`src/rtl/core/soc_div.sv`:
```
// Restoring unsigned divider, one quotient bit per cycle
module soc_div #(
    parameter int NUM_W = 21,
    parameter int DEN_W = 7
) (
    input  logic             i_clk,
    input  logic             i_rst_n,
    input  logic             i_start,
    input  logic [NUM_W-1:0] i_num,
    input  logic [DEN_W-1:0] i_den,
    output logic             o_done,
    output logic [NUM_W-1:0] o_quot
);

    localparam int CW = $clog2(NUM_W + 1);

    logic             r_busy;
    logic             r_done;
    logic [CW-1:0]    r_cnt;
    logic [DEN_W-1:0] r_rem;
    logic [DEN_W-1:0] r_den;
    logic [NUM_W-1:0] r_quot;

    logic [DEN_W:0]   rem_sh;
    logic [DEN_W:0]   trial;
    logic             fit;

    // Shift in the next dividend bit and try the subtract
    assign rem_sh = {r_rem, r_quot[NUM_W-1]};
    assign trial  = rem_sh - {1'b0, r_den};
    assign fit    = !trial[DEN_W];

    always_ff @(posedge i_clk) begin
        if (!i_rst_n) begin
            r_busy <= 1'b0;
            r_done <= 1'b0;
            r_cnt  <= '0;
        end else begin
            r_done <= r_busy && (r_cnt == CW'(1));
            if (i_start) begin
                r_busy <= 1'b1;
                r_cnt  <= CW'(NUM_W);
            end else if (r_busy) begin
                r_cnt <= r_cnt - CW'(1);
                if (r_cnt == CW'(1)) begin
                    r_busy <= 1'b0;
                end
            end
        end
    end

    // Remainder and quotient shift register (quotient starts as dividend)
    always_ff @(posedge i_clk) begin
        if (i_start) begin
            r_rem  <= '0;
            r_den  <= i_den;
            r_quot <= i_num;
        end else if (r_busy) begin
            r_rem  <= fit ? trial[DEN_W-1:0] : rem_sh[DEN_W-1:0];
            r_quot <= {r_quot[NUM_W-2:0], fit};
        end
    end

    assign o_done = r_done;
    assign o_quot = r_quot;

endmodule

```
`config.mk`:
```
export PLATFORM = sky130hd
export DESIGN_NAME = soc_div
export DESIGN_NICKNAME = d
export VERILOG_FILES = /design/src/rtl/core/soc_div.sv
export SDC_FILE = /design/constraint.sdc
export NUM_CORES = 1
export LEC_CHECK = 0
export BUFFER_PORTS_ARGS = -buffer_cell sky130_fd_sc_hd__buf_2
export CORE_ASPECT_RATIO = 1.2
export CORE_MARGIN = 2
export CORE_UTILIZATION = 57
export DETAILED_ROUTE_END_ITERATION = 16
export PLACE_DENSITY = 0.85
export SLEW_MARGIN = 20
export SYNTH_ARGS = -nofsm -noshare
export SYNTH_HDL_FRONTEND = slang
export SYNTH_SLANG_ARGS = --single-unit
```
`constraint.sdc`:
```
create_clock -name i_clk -period 4.35 [get_ports i_clk]
set_input_delay 1.0875 -clock i_clk [delete_from_list [all_inputs] [get_ports i_clk]]
set_output_delay 1.0875 -clock i_clk [all_outputs]
set_load 0.005 [all_outputs]
```
* Word-level counts from Yosys, hierarchy flattened
Cells that the tools add are included.
Widths: inputs -> output; s select.
** Storage, ports and cells
- Output and inout port bits :: 22
- Word-level logic and storage cells :: 23
- Flip-flop bits (word level) :: 42
- Input bits :: 31
** Operators by class
- Bitwise operators :: 1
- Eq/ne operators :: 1
- Mux-type cells :: 8
- Add/subtract/negate cells :: 2
- Reductions and logical operators :: 4
** Operator list (count)
- $mux 21 :: 2
- $mux 5 :: 2
- $sub 8x7->8 :: 1
- $mux 7 :: 1
- $eq 5x1->1 const B :: 1
- $sub 5x1->5 const B :: 1
- $mux 1 :: 3
- $reduce_bool 2->1 :: 1
- $reduce_or 2->1 :: 1
- $logic_and 1x1->1 :: 1
- $logic_not 1->1 :: 1
- $not 1->1 :: 1

* Logic depth before layout (Yosys ltp)
- Depth in word-level cells :: 4
- Mapped depth :: 9
- Depth with buffers taken out :: 9

* Worst setup path before layout
No wires, ideal clock.
- Kind :: input port to flip-flop
- Start point :: input port i_start
- End point :: register r_quot[18], in the netlist o_quot[18], data pin
- Library setup time :: 262 ps
- Path slack :: 2038 ps
- Cell stages on the path :: 3
- Buffers on the path :: 2
- Required time :: 4088 ps
- Data arrival time :: 2050 ps
- Path through :: clkbuf_1 -> clkbuf_1 -> mux2_1
** Between the ends
- Word-level cells in the longest chain between the ends :: 1
** Ends and longest elaborated chain
- from (decl) :: line 8 : input logic i_start,
- $mux 21 :: line 54 : if (i_start) begin
- to (signal assigned) :: line 57 : r_quot <= i_num;
- to (signal assigned) :: line 60 : r_quot <= {r_quot[NUM_W-2:0], fit};
- to (decl) :: line 22 : logic [NUM_W-1:0] r_quot;
No other way between the ends.
A chain may end at the register's enable or synchronous reset.

* Final worst setup path
- Start point :: input port i_start
- End point :: register r_quot[6], in the netlist o_quot[6], enable pin
** Between the ends
- Word-level cells in the longest chain between the ends :: 1
** Ends and longest elaborated chain
- $reduce_bool 2->1 (no line)
No other way between the ends.

==> results.py <==
metrics = {
    "outcome": {
        "status": "completed",
    },
    "synthesis": {
        "synth_warnings": 0,
        "yosys.area_share.simple_pct": 9.11,
        "synth-main-ff-cell": "edfxtp_1",
        "seq_area_frac_synth_pct": 53.0,
        "netlist-cell-type-count": 42,
        "yosys.area.top_type": "edfxtp_1",
        "synthesis.area_sq_mm": 0.00212,
        "synth_top_family_by_area": "compound AO/OA/AOI/OAI gates",
        "ys_ff_latch": 42,
        "yosys.cell_count.top_type": "edfxtp_1",
        "synthAdderAreaFrac_pct": 6.27,
        "async_flop_share_pct": 0,
        "netlist_instances": 172,
        "avgSynthCellArea_sq_um": 12.3,
        "synth_commonest_cells": "edfxtp_1, mux2_1, dfxtp_1",
        "synth_edf_count": 28,
        "synth_xor_area_share_pct": 2.90,
        "synth_nets": 213,
        "synth.area.mux_share_pct": 10.6,
        "yosys.area.top_type_share_pct": 39.7,
        "synth_area_leaders": "edfxtp_1, dfxtp_1, mux2_1",
        "synth_compound_area_share_pct": 14.8,
    },
    "floorplanning": {
        "die_h_microns": 70.7,
        "dieArea_sq_mm": 0.00422,
        "io_pins": 53,
        "start_util_pct": 58.7,
        "rows": 24,
        "die_w_microns": 59.6,
        "core-area_sq_mm": 0.00360,
    },
    "run": {
        "drv_cap": 0,
    },
    "clocking": {
        "cts_tree": "done",
        "cts.sinks": 42,
        "cts-buffers-inserted": 5,
        "post_cts_buffers": 0,
        "cts_buffer_depth": 2,
        "clock-root-buffer": "clkbuf_8",
        "path_clk_slew_ns": 0.08,
        "clkLatencyLatePin_ns": 0.30,
        "postCtsHoldBufs": 0,
        "ctsResizeCount": 0,
        "cts_htree_levels": 2,
    },
    "cells_and_area": {
        "drive_above_1_share_pct": 31.1,
        "fill_cells": 241,
        "final_cells": 267,
        "num_antenna_cells": 0,
        "num-nets-final": 268,
        "multiInputGateArea_sq_um": 926,
        "register_area_sq_mm": 0.00112,
        "area_delta_synth_final_pct": 20.5,
        "fin_util_pct": 70.8,
    },
    "timing": {
        "fin_ws_ns": 1.85,
        "timing.final.crit_share_pct": 57.4,
        "fin_skew_ns": 0.00652,
        "slew_viol_final": 0,
        "grt_setup_unrepaired": "no",
        "setup_violations": 0,
        "fin_setup_tns_ns": 0,
        "max_slew.worst_pin.slew_ns": 0.803,
        "hold_viol": 0,
        "period_needed_ns": 2.50,
        "fmax_mhz": 400,
        "relSlewSlack_pct": 46.3,
    },
    "route": {
        "drt-total-wl_microns": 3710,
        "post_drt_wl_per_cell_microns": 13.9,
        "first_pass_iters": 4,
        "vias": 1524,
        "vias_per_cell": 5.71,
        "drtAntennaViolNets": 0,
        "drc": 0,
        "drt_iter0_drc": 30,
    },
    "critical_path": {
        "crit_path_max_incr_delay_ns": 0.65,
        "slowest_stage": "nand2_1",
        "path_max_fanout": 36,
        "cp-end-kind": "flop",
        "critPathArrivalTime_ns": 2.42,
        "crit_type": "in2reg",
        "required_ns": 4.28,
        "start_kind": "input port",
        "cp_num_buf_inv": 3,
        "crit_family": "buffers and inverters",
        "path_cells": "buf_2, buf_4, inv_1, nand2_1",
    },
    "grt": {
        "gr-total-overflow": 0,
        "grt_pass1_vias": 1416,
        "grt_max_degree": 37,
        "grt_pass1_wl_microns": 6000,
        "antenna_found_initial": 0,
        "track_usage_pct": 18.9,
    },
    "place": {
        "gp_congestion": 0.821,
        "numPortBuffers": 52,
        "dp_cells": 259,
        "place.detailed.hpwl_microns": 2790,
        "dp_slack_ns": 1.52,
    },
    "power": {
        "power_mw": 1.05,
        "max-vdd-ir-drop_uv": 332,
        "power.density_mw_per_mm2": 414,
        "p_leak_nw": 1.05,
    },
    "hold_path": {
        "hold_path.class": "reg2reg",
    },
}
==> layer usage <==
layer / global-route usage [%] / routed length, microns
met1: 22.7 / 1610
met2: 30.9 / 1690
met3: 4.39 / 322
met4: 10.4 / 95
met5: 0 / 0
==> worst reg2reg max path: cells and delay by family, from the launching register on <==
family | cells | cell delay [ns]
flip-flops | 1 | 0.40
AND/OR/NAND/NOR | 2 | 0.23
buffers and inverters | 2 | 0.16
AO/OA/AOI/OAI | 3 | 0.87
adder cells (fa/ha/maj) | 2 | 0.56
==> flip-flops by register name, summed over array words and instances (netlist names) <==
name,count
o_done,1
r_cnt,5
r_den,7
r_busy,1
r_rem,7
o_quot,21
==> cell families (layout without fill, tap and decap cells) <==
family,after synthesis,count (layout)
flip-flops,42,42
AO/OA/AOI/OAI,38,38
AND/OR/NAND/NOR,37,37
multiplexers,20,20
buffers and inverters,18,74
adder cells (fa/ha/maj),10,10
XOR/XNOR,7,7
==> power by group <==
group	total [mW]	internal, mW	switching, mW
sequential	0.495	0.470	0.0245
clock	0.365	0.230	0.136
combinational	0.195	0.0930	0.102
total	1.05	0.793	0.262
==> final timing paths <==
path	startpoint	end	slack [ns]	depth (start not counted)
worst max-delay path	i_start	o_quot[6]	1.85	4
worst min-delay path	r_cnt[1]	r_cnt[1]	0.51	2
worst min register to register	r_cnt[1]	r_cnt[1]	0.51	2
worst max register to register	o_quot[20]	r_rem[6]	2.02	9
==> through the flow <==
step           hold slack (ns)  area [sq um]
2_1_floorplan            0.468          2120
3_3_place_gp             0.482          2410
3_5_place_dp             0.495          2410
4_1_cts                  0.507          2550
5_1_grt                  0.555          2550
6_report                 0.511          2550
==> final cells by class <==
class                           instances  area share, %
Timing Repair Buffer                   53           10.5
Clock buffer                            5           2.70
Clock inverter                          3           2.70
Multi-Input combinational cell        112           36.3
Tap cell                               39           1.91
Inverter                               13           1.91
Sequential cell                        42           44.0
==> cells in the final DEF, fill, tap and decap left out, types with 3 or more instances in the layout <==
cell type  netlist  final
a21oi_1          4      4
edfxtp_1        28     28
o21ai_1          7      7
xnor2_1          5      5
ha_1             9      9
nor2_1          10     10
dfxtp_1         14     14
nand2_1          9      9
nand3_1          6      6
mux2_1          20     20
clkbuf_8         0      5
a21boi_1         3      3
a311oi_1         6      6
inv_1           13     13
buf_2            1     52
No activity file was read; power rests on OpenSTA's default activity.
