<file path="src/rtl/core/soc_pkg.sv">
package soc_pkg;

    // %K is Q8 percent: 25600 stands for 100 percent
    localparam int K_W = 15;
    localparam int K_BIT_W = $clog2(K_W);
    localparam logic [K_W-1:0] K_FULL_SCALE = 15'd25600;

    // Result transaction layout
    localparam int OUT_W = ((2 * K_W + 7) / 8) * 8;
    localparam int OUT_USER_W = 2;

    // Configuration port
    localparam int PERIOD_W = 7;
    localparam int CFG_IDX_W = 2;
    localparam logic [CFG_IDX_W-1:0] CFG_PERIOD_K = 2'd0;
    localparam logic [CFG_IDX_W-1:0] CFG_PERIOD_D = 2'd1;

    localparam logic [PERIOD_W-1:0] PERIOD_K_RST = 7'd14;
    localparam logic [PERIOD_W-1:0] PERIOD_D_RST = 7'd3;
    localparam logic [31:0] PERIOD_MIN = 32'd2;

    // Clamp a period register to 2..maxp
    function automatic logic [31:0] clamp_period(input logic [PERIOD_W-1:0] v,
                                                 input int unsigned maxp);
        logic [31:0] ve;
        ve = 32'(v);
        if (ve < PERIOD_MIN) begin
            return PERIOD_MIN;
        end else if (ve > 32'(maxp)) begin
            return 32'(maxp);
        end
        return ve;
    endfunction

endpackage

</file>
<file path="src/rtl/core/soc_ratio.sv">
// floor(25600 * num / den) for num < den, per quotient bit:
// double the remainder, then add num where the scale constant has a one.
module soc_ratio
    import soc_pkg::*;
#(
    parameter int PW = 32
) (
    input  logic           i_clk,
    input  logic           i_rst_n,
    input  logic           i_start,
    input  logic [PW-1:0]  i_num,
    input  logic [PW-1:0]  i_den,
    output logic           o_done,
    output logic [K_W-1:0] o_q
);

    logic               r_busy;
    logic               r_done;
    logic               r_phase;
    logic [K_BIT_W-1:0] r_bit;
    logic [PW-1:0]      r_rem;
    logic [PW-1:0]      r_num;
    logic [PW-1:0]      r_den;
    logic [K_W-1:0]     r_q;

    logic [PW:0] dbl;
    logic [PW:0] dbl_t;
    logic        dbl_fit;
    logic [PW:0] add;
    logic [PW:0] add_t;
    logic        add_fit;
    logic        bit_set;
    logic        last;
    logic        finish;

    // Remainder stays below den, so each step needs one add and compare
    assign dbl     = {r_rem, 1'b0};
    assign dbl_fit = dbl >= {1'b0, r_den};
    assign dbl_t   = dbl - {1'b0, r_den};
    assign add     = {1'b0, r_rem} + {1'b0, r_num};
    assign add_fit = add >= {1'b0, r_den};
    assign add_t   = add - {1'b0, r_den};
    assign bit_set = K_FULL_SCALE[r_bit];
    assign last    = (r_bit == '0);
    assign finish  = r_busy && last && (r_phase || !bit_set);

    always_ff @(posedge i_clk) begin
        if (!i_rst_n) begin
            r_busy  <= 1'b0;
            r_done  <= 1'b0;
            r_phase <= 1'b0;
            r_bit   <= '0;
        end else begin
            r_done <= finish;
            if (i_start) begin
                r_busy  <= 1'b1;
                r_phase <= 1'b0;
                r_bit   <= K_BIT_W'(K_W - 1);
            end else if (r_busy) begin
                if (!r_phase && bit_set) begin
                    r_phase <= 1'b1;
                end else begin
                    r_phase <= 1'b0;
                    if (last) begin
                        r_busy <= 1'b0;
                    end else begin
                        r_bit <= r_bit - K_BIT_W'(1);
                    end
                end
            end
        end
    end

    // Datapath
    always_ff @(posedge i_clk) begin
        if (i_start) begin
            r_rem <= '0;
            r_q   <= '0;
            r_num <= i_num;
            r_den <= i_den;
        end else if (r_busy) begin
            if (!r_phase) begin
                r_rem <= dbl_fit ? dbl_t[PW-1:0] : dbl[PW-1:0];
                r_q   <= {r_q[K_W-2:0], dbl_fit};
            end else begin
                r_rem <= add_fit ? add_t[PW-1:0] : add[PW-1:0];
                r_q   <= r_q + K_W'(add_fit);
            end
        end
    end

    assign o_done = r_done;
    assign o_q    = r_q;

endmodule

</file>
<file path="config.mk">
export PLATFORM = sky130hd
export DESIGN_NAME = soc_ratio
export DESIGN_NICKNAME = d
export VERILOG_FILES = /design/src/rtl/core/soc_pkg.sv /design/src/rtl/core/soc_ratio.sv
export SDC_FILE = /design/constraint.sdc
export NUM_CORES = 1
export LEC_CHECK = 0
export BUFFER_PORTS_ARGS = -buffer_cell sky130_fd_sc_hd__buf_2
export CORE_ASPECT_RATIO = 1.25
export CORE_MARGIN = 2
export CORE_UTILIZATION = 33
export DETAILED_ROUTE_END_ITERATION = 8
export HOLD_SLACK_MARGIN = 0.05
export PLACE_DENSITY_LB_ADDON = 0.15
export SYNTH_ARGS = -nofsm -noshare
export SYNTH_HDL_FRONTEND = slang
export SYNTH_SLANG_ARGS = --single-unit
</file>
<file path="constraint.sdc">
create_clock -name i_clk -period 5.1 [get_ports i_clk]
set_input_delay 0.255 -clock i_clk [delete_from_list [all_inputs] [get_ports i_clk]]
set_output_delay 0.255 -clock i_clk [all_outputs]
set_load 0.02 [all_outputs]
</file>
# After elaboration in Yosys (flattened, before gate mapping)
# Memory sizes are Yosys's and may differ from the RTL's.
# Cells that the tools add are included.
dict set report word_totals {
  word_cells 48
  ramBits 0
  mem_bits_ro 16
  register_bits 118
  latch_bits 0
  output_inout_bits 16
  memories 1
}
# memory words width rd rd_clocked_by_memory_dff write_ports line
set mem_list {}
lappend mem_list {{(no name shown)} 16 1 1 0 0 soc_ratio.sv:43} ;# assign bit_set = K_FULL_SCALE[r_bit];
dict set report classes {
  shift 0
  reduce_logical 11
  n_bitwise 3
  magnitude_cmp 3
  eq_ne 2
  muxes 14
  n_mul 0
  add_sub_neg 5
  div 0
}
# operator n
set ops {}
lappend ops {{two-way mux 32 bit} 3}
lappend ops {{greater-or-equal comparator 33 x 32 -> 1 bit} 2}
lappend ops {{subtractor 32 bit} 2}
lappend ops {{adder 32 x 32 -> 33 bit} 1}
lappend ops {{two-way mux 4 bit} 4}
lappend ops {{adder 15 x 1 -> 15 bit} 1}
lappend ops {{two-way mux 15 bit} 1}
lappend ops {{two-way mux 1 bit} 6}
lappend ops {{AND reduction 3 bit} 2}
lappend ops {{< comparator 4 x 5 -> 1 bit, second input constant} 1}
lappend ops {{logical NOT 4 bit} 1}
lappend ops {{inequality test 2 bit, second input constant} 2}
lappend ops {{subtractor 4 x 1 -> 4 bit, second input constant} 1}
lappend ops {{logical AND 1 bit} 3}
lappend ops {{inverter 1 bit} 3}
lappend ops {{logical NOT 1 bit} 2}
lappend ops {{nonzero test 2 bit} 1}
lappend ops {{OR reduction 2 bit} 1}
lappend ops {{logical OR 1 bit} 1}

# Logic depth before layout (Yosys ltp)
# Gate-level depths: netlist of run 1.
dict set report depth {
  word_depth 6
  depth_mapped 27
  ltp_nobuf 26
}

# Least setup slack after synthesis of run 1
# OpenSTA, ideal clock, no wires.
dict set report synth_path {
  kind {reg-to-reg}
  from {register r_num[0]}
  to {register r_q[14] (netlist: o_q[14])}
  slack_ns -0.002
  t_arrival_ns 5.037
  required_time_ns 5.035
  path_stages_with_launch 27
  path_cell_list {edfxtp_1 ha_1 fa_1 a211oi_1 nor2_2 o21ai_2 o21ai_1 o41a_1 a21oi_1 o21ai_1 xor2_1 ha_1 a21o_1 a211oi_1 nand4_1 a221oi_2 o211a_4 inv_2 buf_6 ha_1 ha_1 nand3_1 nor2_1 and3_1 o21ai_0 a32oi_1 nor2_1}
}
dict set report synth_via {
  elab_chain_cells 4
}
# item line
set synth_lines {}
lappend synth_lines {{start, declared} soc_ratio.sv:22} ;# logic [PW-1:0] r_num;
lappend synth_lines {{start signal, assigned} soc_ratio.sv:79} ;# r_num <= i_num;
lappend synth_lines {{adder 32 x 32 -> 33 bit} soc_ratio.sv:40} ;# assign add = {1'b0, r_rem} + {1'b0, r_num};
lappend synth_lines {{greater-or-equal comparator 33 x 32 -> 1 bit} soc_ratio.sv:41} ;# assign add_fit = add >= {1'b0, r_den};
lappend synth_lines {{adder 15 x 1 -> 15 bit} soc_ratio.sv:87} ;# r_q <= r_q + K_W'(add_fit);
lappend synth_lines {{two-way mux 15 bit} soc_ratio.sv:82} ;# if (!r_phase) begin
lappend synth_lines {{end signal, assigned} soc_ratio.sv:84} ;# r_q <= {r_q[K_W-2:0], dbl_fit};
lappend synth_lines {{end signal, assigned} soc_ratio.sv:87}
lappend synth_lines {{end, declared} soc_ratio.sv:24} ;# logic [K_W-1:0] r_q;
# Every way passes these cells.
# A chain may end at the register's enable or synchronous reset.

# Worst setup path in the final report of run 1
dict set report layout_path {
  from {register r_num[1]}
  to {register r_q[12] (netlist: o_q[12])}
}
# Same word-level chain as after synthesis.

==> out/qor.json, run 1 <==
{
  "final_layout_size_suffix_gt1_frac": {"value": 0.228},
  "min_path_cells": {"value": 2},
  "clock_tree_from_tritoncts": {"value": "yes"},
  "instances_no_fill": {"value": 1864},
  "synth-seq-cells": {"value": 118},
  "tightest_pin_transition": {"value": 849, "unit": "ps"},
  "cts_htree_levels": {"value": 4},
  "fillCellCount": {"value": 3030},
  "async_reset_ff_frac": {"value": 0},
  "synth_most_common_cell": {"value": "sky130_fd_sc_hd__nand2_1"},
  "cts.sinks": {"value": 118},
  "hp-class": {"value": "in2reg"},
  "place.gp.congestion": {"value": 0.982},
  "timing.max_cap.violations": {"value": 0},
  "critPathArrivalTime": {"value": 5300, "unit": "ps"},
  "post-route-cell-area": {"value": 13400, "unit": "um^2"},
  "post-dp-hpwl": {"value": 25900, "unit": "um"},
  "timing.reg2reg.worst_path_depth": {"value": 26},
  "dieWidth": {"value": 160, "unit": "um"},
  "report.final.slew_viol_count": {"value": 0},
  "wl_per_cell": {"value": 18.2, "unit": "um"},
  "regArea": {"value": 3000, "unit": "um^2"},
  "io_buffers": {"value": 82},
  "drt-vias-per-instance": {"value": 5.36},
  "drt_first_pass_iters": {"value": 5},
  "dpl.cell_count": {"value": 1757},
  "grt-ovfl-total": {"value": 0},
  "power.leakage": {"value": 5.81, "unit": "nW"},
  "setup.worst_path.class": {"value": "reg2reg"},
  "clk_pin_slew_worst_paths": {"value": 60, "unit": "ps"},
  "initial_utilization": {"value": 0.335},
  "yosys-top-cells-area": {"value": "sky130_fd_sc_hd__edfxtp_1 19%, sky130_fd_sc_hd__ha_1 12%, sky130_fd_sc_hd__dfxtp_1 11%"},
  "timing.critical_path.to_type": {"value": "register"},
  "cts_made_buffers": {"value": 17},
  "cts-root-to-sink-buffers": {"value": 2},
  "synthesis.yosys.warnings": {"value": 0},
  "slew_headroom": {"value": 0.432},
  "start_kind": {"value": "register"},
  "drcViolationCount": {"value": 0},
  "pwr_density_cell": {"value": 275, "unit": "nW/um^2"},
  "period_minus_slack": {"value": 5000, "unit": "ps"},
  "synth_area": {"value": 10100, "unit": "um^2"},
  "p_total": {"value": 0.00369, "unit": "W"},
  "drt-initial-drc-count": {"value": 639},
  "total_number_of_nets_in_the_final_design": {"value": 1620},
  "io_pins": {"value": 83},
  "setup_ws": {"value": 97.7, "unit": "ps"},
  "synthDominantCellAreaShare": {"value": 0.191},
  "grt_max_degree": {"value": 61},
  "synth_commonest_cells": {"value": "133 x sky130_fd_sc_hd__nand2_1, 109 x sky130_fd_sc_hd__a21oi_1, 100 x sky130_fd_sc_hd__ha_1"},
  "worst-path-max-fanout": {"value": 5},
  "timing_hold_violations_final": {"value": 0},
  "mappedNetlistNets": {"value": 1360},
  "peak_supply_drop": {"value": 0.000190, "unit": "V"},
  "multiInputGateArea": {"value": 6930, "unit": "um^2"},
  "worst-endpoint-required": {"value": 5390, "unit": "ps"},
  "drt-total-wl": {"value": 33900, "unit": "um"},
  "ys_seq_area_frac": {"value": 0.298},
  "grt_first_pass_wirelength": {"value": 52800, "unit": "um"},
  "synth.largest_area_cell": {"value": "sky130_fd_sc_hd__edfxtp_1"},
  "setup_viol_count_final": {"value": 0},
  "area.growth.synth_to_final": {"value": 33.1, "unit": "%"},
  "unrepaired_setup_endpoints_after_global_routing": {"value": "yes"},
  "first_global_vias": {"value": 9916},
  "die_area": {"value": 32000, "unit": "um^2"},
  "clock_network_latency_to_the_later_pin_of_the_worst_skew_pair": {"value": 430, "unit": "ps"},
  "pre_cts_slack": {"value": -361, "unit": "ps"},
  "route.vias.total": {"value": 9990},
  "placed_cell_area": {"value": 11700, "unit": "um^2"},
  "placementRows": {"value": 71},
  "ff2ff_setup_slack": {"value": 100, "unit": "ps"},
  "netlist_instances": {"value": 1190},
  "period_share": {"value": 0.981},
  "die_height": {"value": 199, "unit": "um"},
  "outcome": {"value": "finished clean"},
  "synth_cell_types": {"value": 88},
  "main_synth_ff_type": {"value": "sky130_fd_sc_hd__edfxtp_1"},
  "clock_skew": {"value": 12.1, "unit": "ps"},
  "num_antenna_cells": {"value": 0},
  "cts-root-buf": {"value": "sky130_fd_sc_hd__clkbuf_16"},
  "antenna_found_initial": {"value": 0},
  "synth_edf_count": {"value": 64},
  "ant_nets": {"value": 0},
  "core": {"value": 30100, "unit": "um^2"},
  "fin_util": {"value": 0.445},
  "synth.avg_cell_area": {"value": 8.47, "unit": "um^2"},
  "grt_util_all_layers": {"value": 0.213},
  "timing.fmax": {"value": 200, "unit": "MHz"}
}
[placed cells by master (no fill, tap or decap), types with 12 or more instances in the layout]
cell type,n
sky130_fd_sc_hd__a211oi_1,13
sky130_fd_sc_hd__a21o_1,27
sky130_fd_sc_hd__a21oi_1,101
sky130_fd_sc_hd__a31oi_1,18
sky130_fd_sc_hd__and3_1,17
sky130_fd_sc_hd__buf_2,81
sky130_fd_sc_hd__buf_4,132
sky130_fd_sc_hd__clkbuf_16,17
sky130_fd_sc_hd__dfxtp_1,53
sky130_fd_sc_hd__dlygate4sd3_1,64
sky130_fd_sc_hd__edfxtp_1,64
sky130_fd_sc_hd__ha_1,95
sky130_fd_sc_hd__inv_1,58
sky130_fd_sc_hd__mux2i_1,19
sky130_fd_sc_hd__nand2_1,126
sky130_fd_sc_hd__nand2b_1,17
sky130_fd_sc_hd__nand3_1,31
sky130_fd_sc_hd__nor2_1,84
sky130_fd_sc_hd__nor3_1,12
sky130_fd_sc_hd__o211ai_1,17
sky130_fd_sc_hd__o21a_1,13
sky130_fd_sc_hd__o21ai_0,52
sky130_fd_sc_hd__o21ai_1,27
sky130_fd_sc_hd__xnor2_1,54
sky130_fd_sc_hd__xor2_1,26
[sequential cells by signal, summed over array words and instances (netlist names)]
| name | cells |
|---|---|
| r_bit | 4 |
| r_rem | 32 |
| o_done | 1 |
| r_phase | 1 |
| r_den | 32 |
| r_num | 32 |
| r_busy | 1 |
| o_q | 15 |
[worst max-delay path, stage by stage, from the launching register on]
cell and delay (ps):
sky130_fd_sc_hd__edfxtp_1 430, sky130_fd_sc_hd__ha_4 270, sky130_fd_sc_hd__a211oi_2 200, sky130_fd_sc_hd__nor2_2 90, sky130_fd_sc_hd__o311ai_2 260, sky130_fd_sc_hd__buf_4 190, sky130_fd_sc_hd__a21oi_4 70, sky130_fd_sc_hd__a221o_1 420
sky130_fd_sc_hd__a21oi_2 210, sky130_fd_sc_hd__o21ba_4 190, sky130_fd_sc_hd__mux2i_2 240, sky130_fd_sc_hd__and2_4 190, sky130_fd_sc_hd__ha_4 200, sky130_fd_sc_hd__nand2_2 50, sky130_fd_sc_hd__nor2_2 40, sky130_fd_sc_hd__a211oi_2 250
sky130_fd_sc_hd__o21ai_2 110, sky130_fd_sc_hd__a221oi_2 300, sky130_fd_sc_hd__o211a_4 240, sky130_fd_sc_hd__inv_4 40, sky130_fd_sc_hd__ha_4 160, sky130_fd_sc_hd__ha_4 160, sky130_fd_sc_hd__nand3_4 110, sky130_fd_sc_hd__nor4_1 60
sky130_fd_sc_hd__a21o_1 170, sky130_fd_sc_hd__a22oi_1 170, sky130_fd_sc_hd__nor2_1 50
[cell type report]
class	count	area share
clock buffers	21	0.0336
clock inverters	11	0.0134
inverters	61	0.0173
multi-input cells	970	0.517
flip-flops and latches	118	0.224
well taps	401	0.0374
repair buffers	282	0.157
[kinds of logic (layout without fill, tap and decap cells)]
logic type	count (synthesis)	after routing	synth area share
AOI/OAI and AO/OA	403	403	0.267
and+or+nand+nor	357	357	0.164
DFF	118	118	0.298
adders and majority gates	103	103	0.130
buffers and inverters	102	375	0.0435
xor gates and xnor gates	82	82	0.0713
muxes	25	25	0.0255
[metal layers]
layer	up-vias	part of all wire	GRT usage
li1	4966	-	-
met1	4744	0.41	0.243
met2	207	0.52	0.396
met3	73	0.028	0.0243
met4	0	0.046	0.105
met5	-	0	0
[stage by stage]
stage | hold slack, ps | setup TNS (ps)
finish | 111 | 0
global route | 103 | -2620
global placement | 431 | -2070
floorplan | 354 | 0
detailed placement | 433 | -3790
CTS | 95.6 | -14.9
[path summary, 6_finish.rpt]
kind / from / end
worst max register to register: r_num[1] / o_q[12]
worst min register to register: o_q[14] / o_q[14]
worst min-delay path: i_rst_n / r_bit[2]
worst max-delay path: r_num[1] / o_q[12]
[where the power goes]
group          switching (W)  leakage, nW  total [W]  internal, W
clock network       0.000455        0.306    0.00133     0.000873
logic               0.000691         4.43    0.00126     0.000572
registers          0.0000334         1.07    0.00109      0.00106
total                0.00118         5.81    0.00369      0.00251
[timing repair]
action	CTS	global route
gates resized for setup	22	58
pin swaps	24	41
hold buffers	64	0
setup buffers	7	5
endpoints found under the hold margin	64	0
endpoints found under the setup margin	33	44
(Power assumes the default switching activity.)
==> run 2: changes to the inputs <==
--- a/config.mk
+++ b/config.mk
@@ -5,11 +5,11 @@
 export SDC_FILE = /design/constraint.sdc
 export NUM_CORES = 1
 export LEC_CHECK = 0
-export BUFFER_PORTS_ARGS = -buffer_cell sky130_fd_sc_hd__buf_2
 export CORE_ASPECT_RATIO = 1.25
 export CORE_MARGIN = 2
 export CORE_UTILIZATION = 33
 export DETAILED_ROUTE_END_ITERATION = 8
+export DONT_BUFFER_PORTS = 1
 export HOLD_SLACK_MARGIN = 0.05
 export PLACE_DENSITY_LB_ADDON = 0.15
 export SYNTH_ARGS = -nofsm -noshare
==> run 2 against run 1 <==
The flow now finishes with violations (hold timing, setup timing). Die area is the same. Non-clock buffer count decreased by 71. Utilization down 1.4 points.
==> out/qor.json, run 2 (synthesis gave the netlist of run 1 again) <==
{
  "clock_skew": {"value": 11.8, "unit": "ps", "change": "-0.353 ps"},
  "route.vias.total": {"value": 9577, "change": "-4.1%"},
  "period_minus_slack": {"value": 5150, "unit": "ps", "change": "+151 ps"},
  "power_report.internal_total": {"value": 0.00232, "unit": "W", "change": "-7.4%"},
  "switching_part_of_the_total": {"value": 0.338, "change": "+0.0185"},
  "placementRows": {"value": 71, "change": "unchanged"},
  "final_layout_size_suffix_gt1_frac": {"value": 0.178, "change": "-0.0495"},
  "failed_checks": {"value": "hold timing, setup timing"},
  "die_height": {"value": 199, "unit": "um", "change": "unchanged"},
  "grt_max_degree": {"value": 115, "change": "+89%"},
  "global_route.usage.met2": {"value": 0.403, "change": "+0.00722"},
  "start_kind": {"value": "register"},
  "unrepaired_setup_endpoints_after_global_routing": {"value": "yes"},
  "timing.fmax": {"value": 194, "unit": "MHz", "change": "-2.9%"},
  "most_common_cell_after_layout_fill_and_taps_aside": {"value": "sky130_fd_sc_hd__buf_4"},
  "ff2ff_setup_slack": {"value": -50, "unit": "ps", "change": "-150 ps"},
  "cts_htree_levels": {"value": 4, "change": "unchanged"},
  "cts_made_buffers": {"value": 17, "change": "unchanged"},
  "first_global_vias": {"value": 9565, "change": "-3.5%"},
  "num_antenna_cells": {"value": 0, "change": "unchanged"},
  "drt-initial-drc-count": {"value": 510, "change": "-20%"},
  "total_number_of_nets_in_the_final_design": {"value": 1549, "change": "-4.4%"},
  "power_frac_seq": {"value": 0.313, "change": "+0.016"},
  "regs_by_ff_count": {"value": "r_den (32), r_num (32), r_rem (32)"},
  "setup_viol_count_final": {"value": 3, "change": "+3"},
  "worstHoldEndpoint": {"value": "r_rem[11]"},
  "die_area": {"value": 32000, "unit": "um^2", "change": "unchanged"},
  "clock_tree_from_tritoncts": {"value": "yes"},
  "worst-path-max-fanout": {"value": 5, "change": "unchanged"},
  "timing.critical_path.to_type": {"value": "register"},
  "crit-reg2reg-capture": {"value": "o_q[11]"},
  "period_share": {"value": 1.01, "change": "+0.0296"},
  "io_buffers": {"value": 0, "change": "-100%"},
  "final.setup.tns": {"value": -66.1, "unit": "ps", "change": "-66.1 ps"},
  "setup.worst_path.class": {"value": "reg2reg"},
  "global_route.usage.met1": {"value": 0.232, "change": "-0.0102"},
  "p_total": {"value": 0.00351, "unit": "W", "change": "-4.8%"},
  "final.hold.worst_slack": {"value": -90.4, "unit": "ps", "change": "-202 ps"},
  "clock_network_latency_to_the_later_pin_of_the_worst_skew_pair": {"value": 440, "unit": "ps", "change": "about the same"},
  "cts-root-to-sink-buffers": {"value": 2, "change": "unchanged"},
  "grt_first_pass_wirelength": {"value": 51400, "unit": "um", "change": "-2.5%"},
  "cts-root-buf": {"value": "sky130_fd_sc_hd__clkbuf_16"},
  "tightest_pin_transition": {"value": 884, "unit": "ps", "change": "+34.3 ps"},
  "netSwitchingPower": {"value": 0.00119, "unit": "W", "change": "+0.72%"},
  "globalRouteMet3Util": {"value": 0.0262, "change": "+0.00187"},
  "timing.hold.worst.start": {"value": "i_start"},
  "timing_hold_violations_final": {"value": 97, "change": "+97"},
  "combinationalPowerShare": {"value": 0.342, "change": "about the same"},
  "power.leakage": {"value": 5.48, "unit": "nW", "change": "-5.6%"},
  "pwr_density_cell": {"value": 270, "unit": "nW/um^2", "change": "-1.6%"},
  "post-dp-hpwl": {"value": 25500, "unit": "um", "change": "-1.6%"},
  "clk_pin_slew_worst_paths": {"value": 60, "unit": "ps", "change": "about the same"},
  "drcViolationCount": {"value": 0, "change": "unchanged"},
  "critical_path_launch_point": {"value": "r_num[1]"},
  "place.gp.congestion": {"value": 0.921, "change": "-6.2%"},
  "post_cts_hold_buffer_count": {"value": 67, "change": "+4.7%"},
  "grt-ovfl-total": {"value": 0, "change": "unchanged"},
  "io_pins": {"value": 83, "change": "unchanged"},
  "drt_first_pass_iters": {"value": 7, "change": "+2"},
  "outcome": {"value": "complete, but fails checks"},
  "wl_per_cell": {"value": 18.8, "unit": "um", "change": "+3.3%"},
  "peak_supply_drop": {"value": 0.000171, "unit": "V", "change": "-9.9%"},
  "cts.sinks": {"value": 118, "change": "unchanged"},
  "grt_util_all_layers": {"value": 0.210, "change": "-0.00311"},
  "pwr-share-clk": {"value": 0.345, "change": "-0.015"},
  "drt-vias-per-instance": {"value": 5.34, "change": "-0.34%"},
  "worst-endpoint-required": {"value": 5450, "unit": "ps", "change": "+60 ps"},
  "slew_headroom": {"value": 0.410, "change": "-0.0223"},
  "timing.max_cap.violations": {"value": 0, "change": "unchanged"},
  "hp-class": {"value": "in2reg"},
  "min_path_cells": {"value": 1, "change": "-1"},
  "initial_utilization": {"value": 0.335, "change": "unchanged"},
  "grt-busiest-layer": {"value": "met2"},
  "drt-total-wl": {"value": 33700, "unit": "um", "change": "-0.65%"},
  "startpoint_of_the_lowest_slack_register_to_register_path": {"value": "r_num[1]"},
  "layout_common_cells": {"value": "140 x sky130_fd_sc_hd__buf_4, 133 x sky130_fd_sc_hd__nand2_1, 105 x sky130_fd_sc_hd__a21oi_1, 93 x sky130_fd_sc_hd__ha_1, 85 x sky130_fd_sc_hd__nor2_1"},
  "antenna_found_initial": {"value": 0, "change": "unchanged"},
  "area.growth.synth_to_final": {"value": 28.8, "unit": "%"},
  "report.final.slew_viol_count": {"value": 0, "change": "unchanged"},
  "fillCellCount": {"value": 3014, "change": "-0.53%"},
  "timing.reg2reg.worst_path_depth": {"value": 27, "change": "+3.8%"},
  "dieWidth": {"value": 160, "unit": "um", "change": "unchanged"},
  "core": {"value": 30100, "unit": "um^2", "change": "unchanged"},
  "setup_ws": {"value": -53.2, "unit": "ps", "change": "-151 ps"},
  "ant_nets": {"value": 0, "change": "unchanged"},
  "critPathArrivalTime": {"value": 5500, "unit": "ps", "change": "+200 ps"}
}
## run 2: cell count changes in the layout (fill, tap and decap cells not counted), moves of 4 or more
| cell | delta |
|---|---|
| sky130_fd_sc_hd__a21oi_2 | -4 |
| sky130_fd_sc_hd__nand2_2 | -7 |
| sky130_fd_sc_hd__buf_2 | -81 |
| sky130_fd_sc_hd__o21ai_0 | +4 |
| sky130_fd_sc_hd__nand2_1 | +7 |
| sky130_fd_sc_hd__buf_4 | +8 |
| sky130_fd_sc_hd__a21oi_1 | +4 |
## run 2: power by group through the flow
stage	registers, W	clock network (W)	logic, W
after floorplan	0.00111	0	0.000738
after global placement	0.00112	0	0.00109
after detailed placement	0.00112	0	0.00109
after CTS	0.00110	0.00124	0.00117
after global routing	0.00111	0.00127	0.00131
final	0.00110	0.00121	0.00120
## run 2: through the flow
step	hold WS, ps	util	setup slack, ps	cell area, um^2	instances
finish	-90.4	0.431	-53.2	13000	1793
global route	-110	0.431	-280	13000	1793
CTS	-115	0.425	11.6	12800	1787
detailed placement	354	0.377	-418	11300	1679
global placement	350	0.377	-411	11300	1679
floorplan	354	-	6.35	10100	1190
## run 2: routing by layer
layer  wire [um]  vias to the layer above
li1            -                     4805
met1       13900                     4530
met2       17700                      181
met3         871                       61
met4        1240                        0
met5           0                        -
## run 2: layout make-up
class                      instances  area, um^2  share of cell area
multi-input combinational        970        6900               0.531
sequential                       118        3000               0.231
timing repair buffer             211        1770               0.136
tap                              401         502              0.0387
clock buffer                      17         425              0.0328
inverter                          61         231              0.0178
clock inverter                    15         154              0.0119
## run 2: worst max-delay path by stage
stage                     endpoint  slack (ps)  depth (start not counted)
after floorplan            o_q[14]           6                         26
after global placement     o_q[13]        -410                         26
after detailed placement   o_q[13]        -420                         28
after CTS                  o_q[13]          10                         27
after global routing       o_q[13]        -280                         27
final                      o_q[11]         -50                         27
## run 2: what timing repair did
| item | in CTS | in global routing |
|---|---|---|
| cloned | 0 | 0 |
| pin swaps | 33 | 19 |
| setup endpoints to repair | 45 | 45 |
| buffers inserted | 11 | 6 |
| resized for setup | 39 | 21 |
| hold endpoints to repair | 177 | 106 |
## run 2: critical path: stages, from the launching register on
cell	delay, ps
sky130_fd_sc_hd__edfxtp_1	430
sky130_fd_sc_hd__ha_4	250
sky130_fd_sc_hd__a211oi_4	240
sky130_fd_sc_hd__nor2_4	90
sky130_fd_sc_hd__o311ai_2	220
sky130_fd_sc_hd__buf_4	170
sky130_fd_sc_hd__a21oi_4	60
sky130_fd_sc_hd__a221o_1	430
sky130_fd_sc_hd__a21oi_2	230
sky130_fd_sc_hd__o21ba_4	190
sky130_fd_sc_hd__mux2i_2	250
sky130_fd_sc_hd__and2_4	190
sky130_fd_sc_hd__ha_4	200
sky130_fd_sc_hd__buf_6	110
sky130_fd_sc_hd__nand4_1	170
sky130_fd_sc_hd__buf_4	160
sky130_fd_sc_hd__o21ai_2	60
sky130_fd_sc_hd__a221oi_2	320
sky130_fd_sc_hd__o211a_4	250
sky130_fd_sc_hd__inv_4	40
sky130_fd_sc_hd__ha_4	150
sky130_fd_sc_hd__buf_6	110
sky130_fd_sc_hd__nand4_1	190
sky130_fd_sc_hd__nor2_2	70
sky130_fd_sc_hd__buf_4	130
sky130_fd_sc_hd__nand2_1	50
sky130_fd_sc_hd__o21ai_0	70
sky130_fd_sc_hd__a211oi_1	220
==> run 3: changes to the inputs <==
==> constraint.sdc (replaced) <==
create_clock -name i_clk -period 5.9 [get_ports i_clk]
set_input_delay 0.295 -clock i_clk [delete_from_list [all_inputs] [get_ports i_clk]]
set_output_delay 0.295 -clock i_clk [all_outputs]
set_load 0.02 [all_outputs]
==> run 3 against run 2 <==
The run now ends clean. Worst hold slack better by 180 ps. Clock-buffer cell count rose by 1. Critical path depth shrank 2. First-iteration DRC count increased by 13%. Setup slack improved by 490 ps. Cell count decreased by 7.3%. Fmax down 5.7%. Critical path type unchanged. Critical endpoint is now o_q[14].
==> out/qor.json, run 3 (synthesis gave the netlist of run 1 again) <==
{
  "worst-path-stages": {"value": 25, "change": "-7.4%"},
  "ff2ff_setup_slack": {"value": 440, "unit": "ps", "change": "+490 ps"},
  "clock_network_latency_to_the_later_pin_of_the_worst_skew_pair": {"value": 430, "unit": "ps", "change": "about the same"},
  "cts_made_buffers": {"value": 17, "change": "unchanged"},
  "period_share": {"value": 0.926, "change": "-0.0842"},
  "dieWidth": {"value": 160, "unit": "um", "change": "unchanged"},
  "cts-root-buf": {"value": "sky130_fd_sc_hd__clkbuf_16"},
  "area.growth.synth_to_final": {"value": 17.1, "unit": "%"},
  "worst-path-max-fanout": {"value": 5, "change": "unchanged"},
  "initial_utilization": {"value": 0.335, "change": "unchanged"},
  "timing.critical_path.slowest_cell_delay": {"value": 450, "unit": "ps", "change": "+20 ps"},
  "io_pins": {"value": 83, "change": "unchanged"},
  "clk_pin_slew_worst_paths": {"value": 60, "unit": "ps", "change": "about the same"},
  "crit-reg2reg-capture": {"value": "o_q[14]"},
  "instances_no_fill": {"value": 1663, "change": "-7.3%"},
  "num_antenna_cells": {"value": 0, "change": "unchanged"},
  "die_height": {"value": 199, "unit": "um", "change": "unchanged"},
  "regs_by_ff_count": {"value": "r_den (32), r_num (32), r_rem (32)"},
  "place.gp.congestion": {"value": 0.907, "change": "-1.5%"},
  "critPathArrivalTime": {"value": 5820, "unit": "ps", "change": "+320 ps"},
  "dpl.cell_count": {"value": 1564, "change": "-6.8%"},
  "grt_util_all_layers": {"value": 0.207, "change": "-0.00321"},
  "min_path_cells": {"value": 3, "change": "+2"},
  "cts.sinks": {"value": 118, "change": "unchanged"},
  "route.vias.total": {"value": 9144, "change": "-4.5%"},
  "placed_cell_area": {"value": 10500, "unit": "um^2", "change": "-7.6%"},
  "clock_tree_from_tritoncts": {"value": "yes"},
  "core": {"value": 30100, "unit": "um^2", "change": "unchanged"},
  "hp-class": {"value": "in2reg"},
  "cp.buffers_inverters": {"value": 1, "change": "-5"},
  "drt-initial-drc-count": {"value": 578, "change": "+13%"},
  "drt-total-wl": {"value": 33100, "unit": "um", "change": "-1.8%"},
  "grt-ovfl-total": {"value": 0, "change": "unchanged"},
  "total_number_of_nets_in_the_final_design": {"value": 1420, "change": "-8.3%"},
  "regArea": {"value": 3000, "unit": "um^2", "change": "unchanged"},
  "timing.max_cap.violations": {"value": 0, "change": "unchanged"},
  "die_area": {"value": 32000, "unit": "um^2", "change": "unchanged"},
  "final_layout_size_suffix_gt1_frac": {"value": 0.0681, "change": "-0.110"},
  "final.setup.tns": {"value": 0, "unit": "ps", "change": "+66.1 ps"},
  "timing.critical_path.to_type": {"value": "register"},
  "timing.reg2reg.worst_path_depth": {"value": 25, "change": "-7.4%"},
  "antenna_found_initial": {"value": 0, "change": "unchanged"},
  "worst-endpoint-required": {"value": 6260, "unit": "ps", "change": "+810 ps"},
  "post-route-cell-area": {"value": 11800, "unit": "um^2", "change": "-9.1%"},
  "cpLargestDelayFamily": {"value": "compound AO/OA/AOI/OAI gates"},
  "peak_supply_drop": {"value": 0.000180, "unit": "V", "change": "+5.3%"},
  "grt_first_pass_wirelength": {"value": 50400, "unit": "um", "change": "-2.0%"},
  "clock_skew": {"value": 10.1, "unit": "ps", "change": "-1.63 ps"},
  "power.leakage": {"value": 4.81, "unit": "nW", "change": "-12%"},
  "slew_headroom": {"value": 0.321, "change": "-0.0893"},
  "critical-path-slowest-cell": {"value": "sky130_fd_sc_hd__fa_1"},
  "report.final.slew_viol_count": {"value": 0, "change": "unchanged"},
  "setup_viol_count_final": {"value": 0, "change": "-3"},
  "tightest_pin_transition": {"value": 1010, "unit": "ps", "change": "+129 ps"},
  "ant_nets": {"value": 0, "change": "unchanged"},
  "start_kind": {"value": "register"},
  "period_minus_slack": {"value": 5460, "unit": "ps", "change": "+311 ps"},
  "unrepaired_setup_endpoints_after_global_routing": {"value": "no"},
  "setup.worst_path.class": {"value": "reg2reg"},
  "grt_max_degree": {"value": 109, "change": "-5.2%"},
  "timing.fmax": {"value": 183, "unit": "MHz", "change": "-5.7%"},
  "timing_hold_violations_final": {"value": 0, "change": "-100%"},
  "most_common_cell_after_layout_fill_and_taps_aside": {"value": "sky130_fd_sc_hd__nand2_1"},
  "outcome": {"value": "finished clean"},
  "worstHoldEndpoint": {"value": "r_rem[26]"},
  "io_buffers": {"value": 0, "change": "unchanged"},
  "drt-vias-per-instance": {"value": 5.50, "change": "+2.9%"},
  "pwr_density_cell": {"value": 247, "unit": "nW/um^2", "change": "-8.6%"},
  "timing.hold.worst.start": {"value": "i_start"},
  "multiInputGateArea": {"value": 6680, "unit": "um^2", "change": "-3.2%"},
  "fillCellCount": {"value": 3066, "change": "+1.7%"},
  "placementRows": {"value": 71, "change": "unchanged"},
  "post-dp-hpwl": {"value": 24500, "unit": "um", "change": "-4.0%"},
  "cts-root-to-sink-buffers": {"value": 2, "change": "unchanged"},
  "drt_first_pass_iters": {"value": 7, "change": "unchanged"},
  "wl_per_cell": {"value": 19.9, "unit": "um", "change": "+5.9%"},
  "cts_htree_levels": {"value": 4, "change": "unchanged"},
  "layout_common_cells": {"value": "133 x sky130_fd_sc_hd__nand2_1, 107 x sky130_fd_sc_hd__a21oi_1, 100 x sky130_fd_sc_hd__ha_1, 89 x sky130_fd_sc_hd__nor2_1, 66 x sky130_fd_sc_hd__dlygate4sd3_1"},
  "first_global_vias": {"value": 8989, "change": "-6.0%"},
  "startpoint_of_the_lowest_slack_register_to_register_path": {"value": "r_num[0]"},
  "critPathMostFrequentCell": {"value": "sky130_fd_sc_hd__ha_1"},
  "drcViolationCount": {"value": 0, "change": "unchanged"}
}
[run 3: routing by layer]
| layer | global-route usage | share of wire |
|---|---|---|
| met2 | 0.389 | 0.52 |
| met3 | 0.0286 | 0.032 |
| met4 | 0.0974 | 0.041 |
| met1 | 0.230 | 0.40 |
| met5 | 0 | 0 |
[run 3: worst max path at each step]
stage              end  slack, ps      from
6_report       o_q[14]        440  r_num[0]
4_1_cts        o_q[14]        150  r_num[0]
3_3_place_gp   o_q[14]        290  r_num[0]
2_1_floorplan  o_q[14]        800  r_num[0]
3_5_place_dp   o_q[14]        190  r_num[0]
5_1_grt        o_q[14]         10  r_num[1]
[run 3: final cells by class]
cell class / instances / area share
sequential: 118 / 0.255
tap: 401 / 0.0425
clock inverter: 13 / 0.0133
clock buffer: 18 / 0.0364
timing repair buffer: 82 / 0.0679
inverter: 61 / 0.0194
multi-input combinational: 970 / 0.566
[run 3: worst reg2reg max path: stages, from the launching register on]
cell and delay, ps:
sky130_fd_sc_hd__edfxtp_1 360, sky130_fd_sc_hd__ha_1 240, sky130_fd_sc_hd__fa_1 460, sky130_fd_sc_hd__a211oi_2 230, sky130_fd_sc_hd__nor2_2 120, sky130_fd_sc_hd__o21ai_4 240
sky130_fd_sc_hd__o21ai_1 170, sky130_fd_sc_hd__o41a_1 420, sky130_fd_sc_hd__a21oi_2 230, sky130_fd_sc_hd__o21ai_1 100, sky130_fd_sc_hd__xor2_1 240, sky130_fd_sc_hd__ha_1 330
sky130_fd_sc_hd__a21o_1 180, sky130_fd_sc_hd__a211oi_1 230, sky130_fd_sc_hd__nand4_1 190, sky130_fd_sc_hd__a221oi_2 240, sky130_fd_sc_hd__o211a_4 220, sky130_fd_sc_hd__inv_2 40
sky130_fd_sc_hd__ha_1 240, sky130_fd_sc_hd__ha_1 230, sky130_fd_sc_hd__nand3_2 110, sky130_fd_sc_hd__nor2_1 70, sky130_fd_sc_hd__and3_1 180, sky130_fd_sc_hd__o21ai_1 130
sky130_fd_sc_hd__a32oi_1 80, sky130_fd_sc_hd__nor2_1 110
[run 3: power breakdown]
group / total (W) / switching (W) / internal [W]
clock: 0.00107 / 0.000407 / 0.000659
sequential: 0.000948 / 0.0000305 / 0.000917
combinational: 0.000902 / 0.000544 / 0.000358
[run 3: timing repair]
item,CTS,global route
hold buffers,67,0
setup endpoints to repair,0,9
endpoints found under the hold margin,177,0
setup buffers,0,1
gates resized for setup,0,9
[run 3: metrics by stage]
stage	worst slack (ps)	hold slack, ps	power (W)	util
global placement	291	394	0.00180	0.348
global route	12.1	89.5	0.00307	0.392
detailed placement	195	390	0.00180	0.348
CTS	147	60.7	0.00294	0.390
finish	435	88.2	0.00292	0.392
floorplan	798	394	0.00159	-
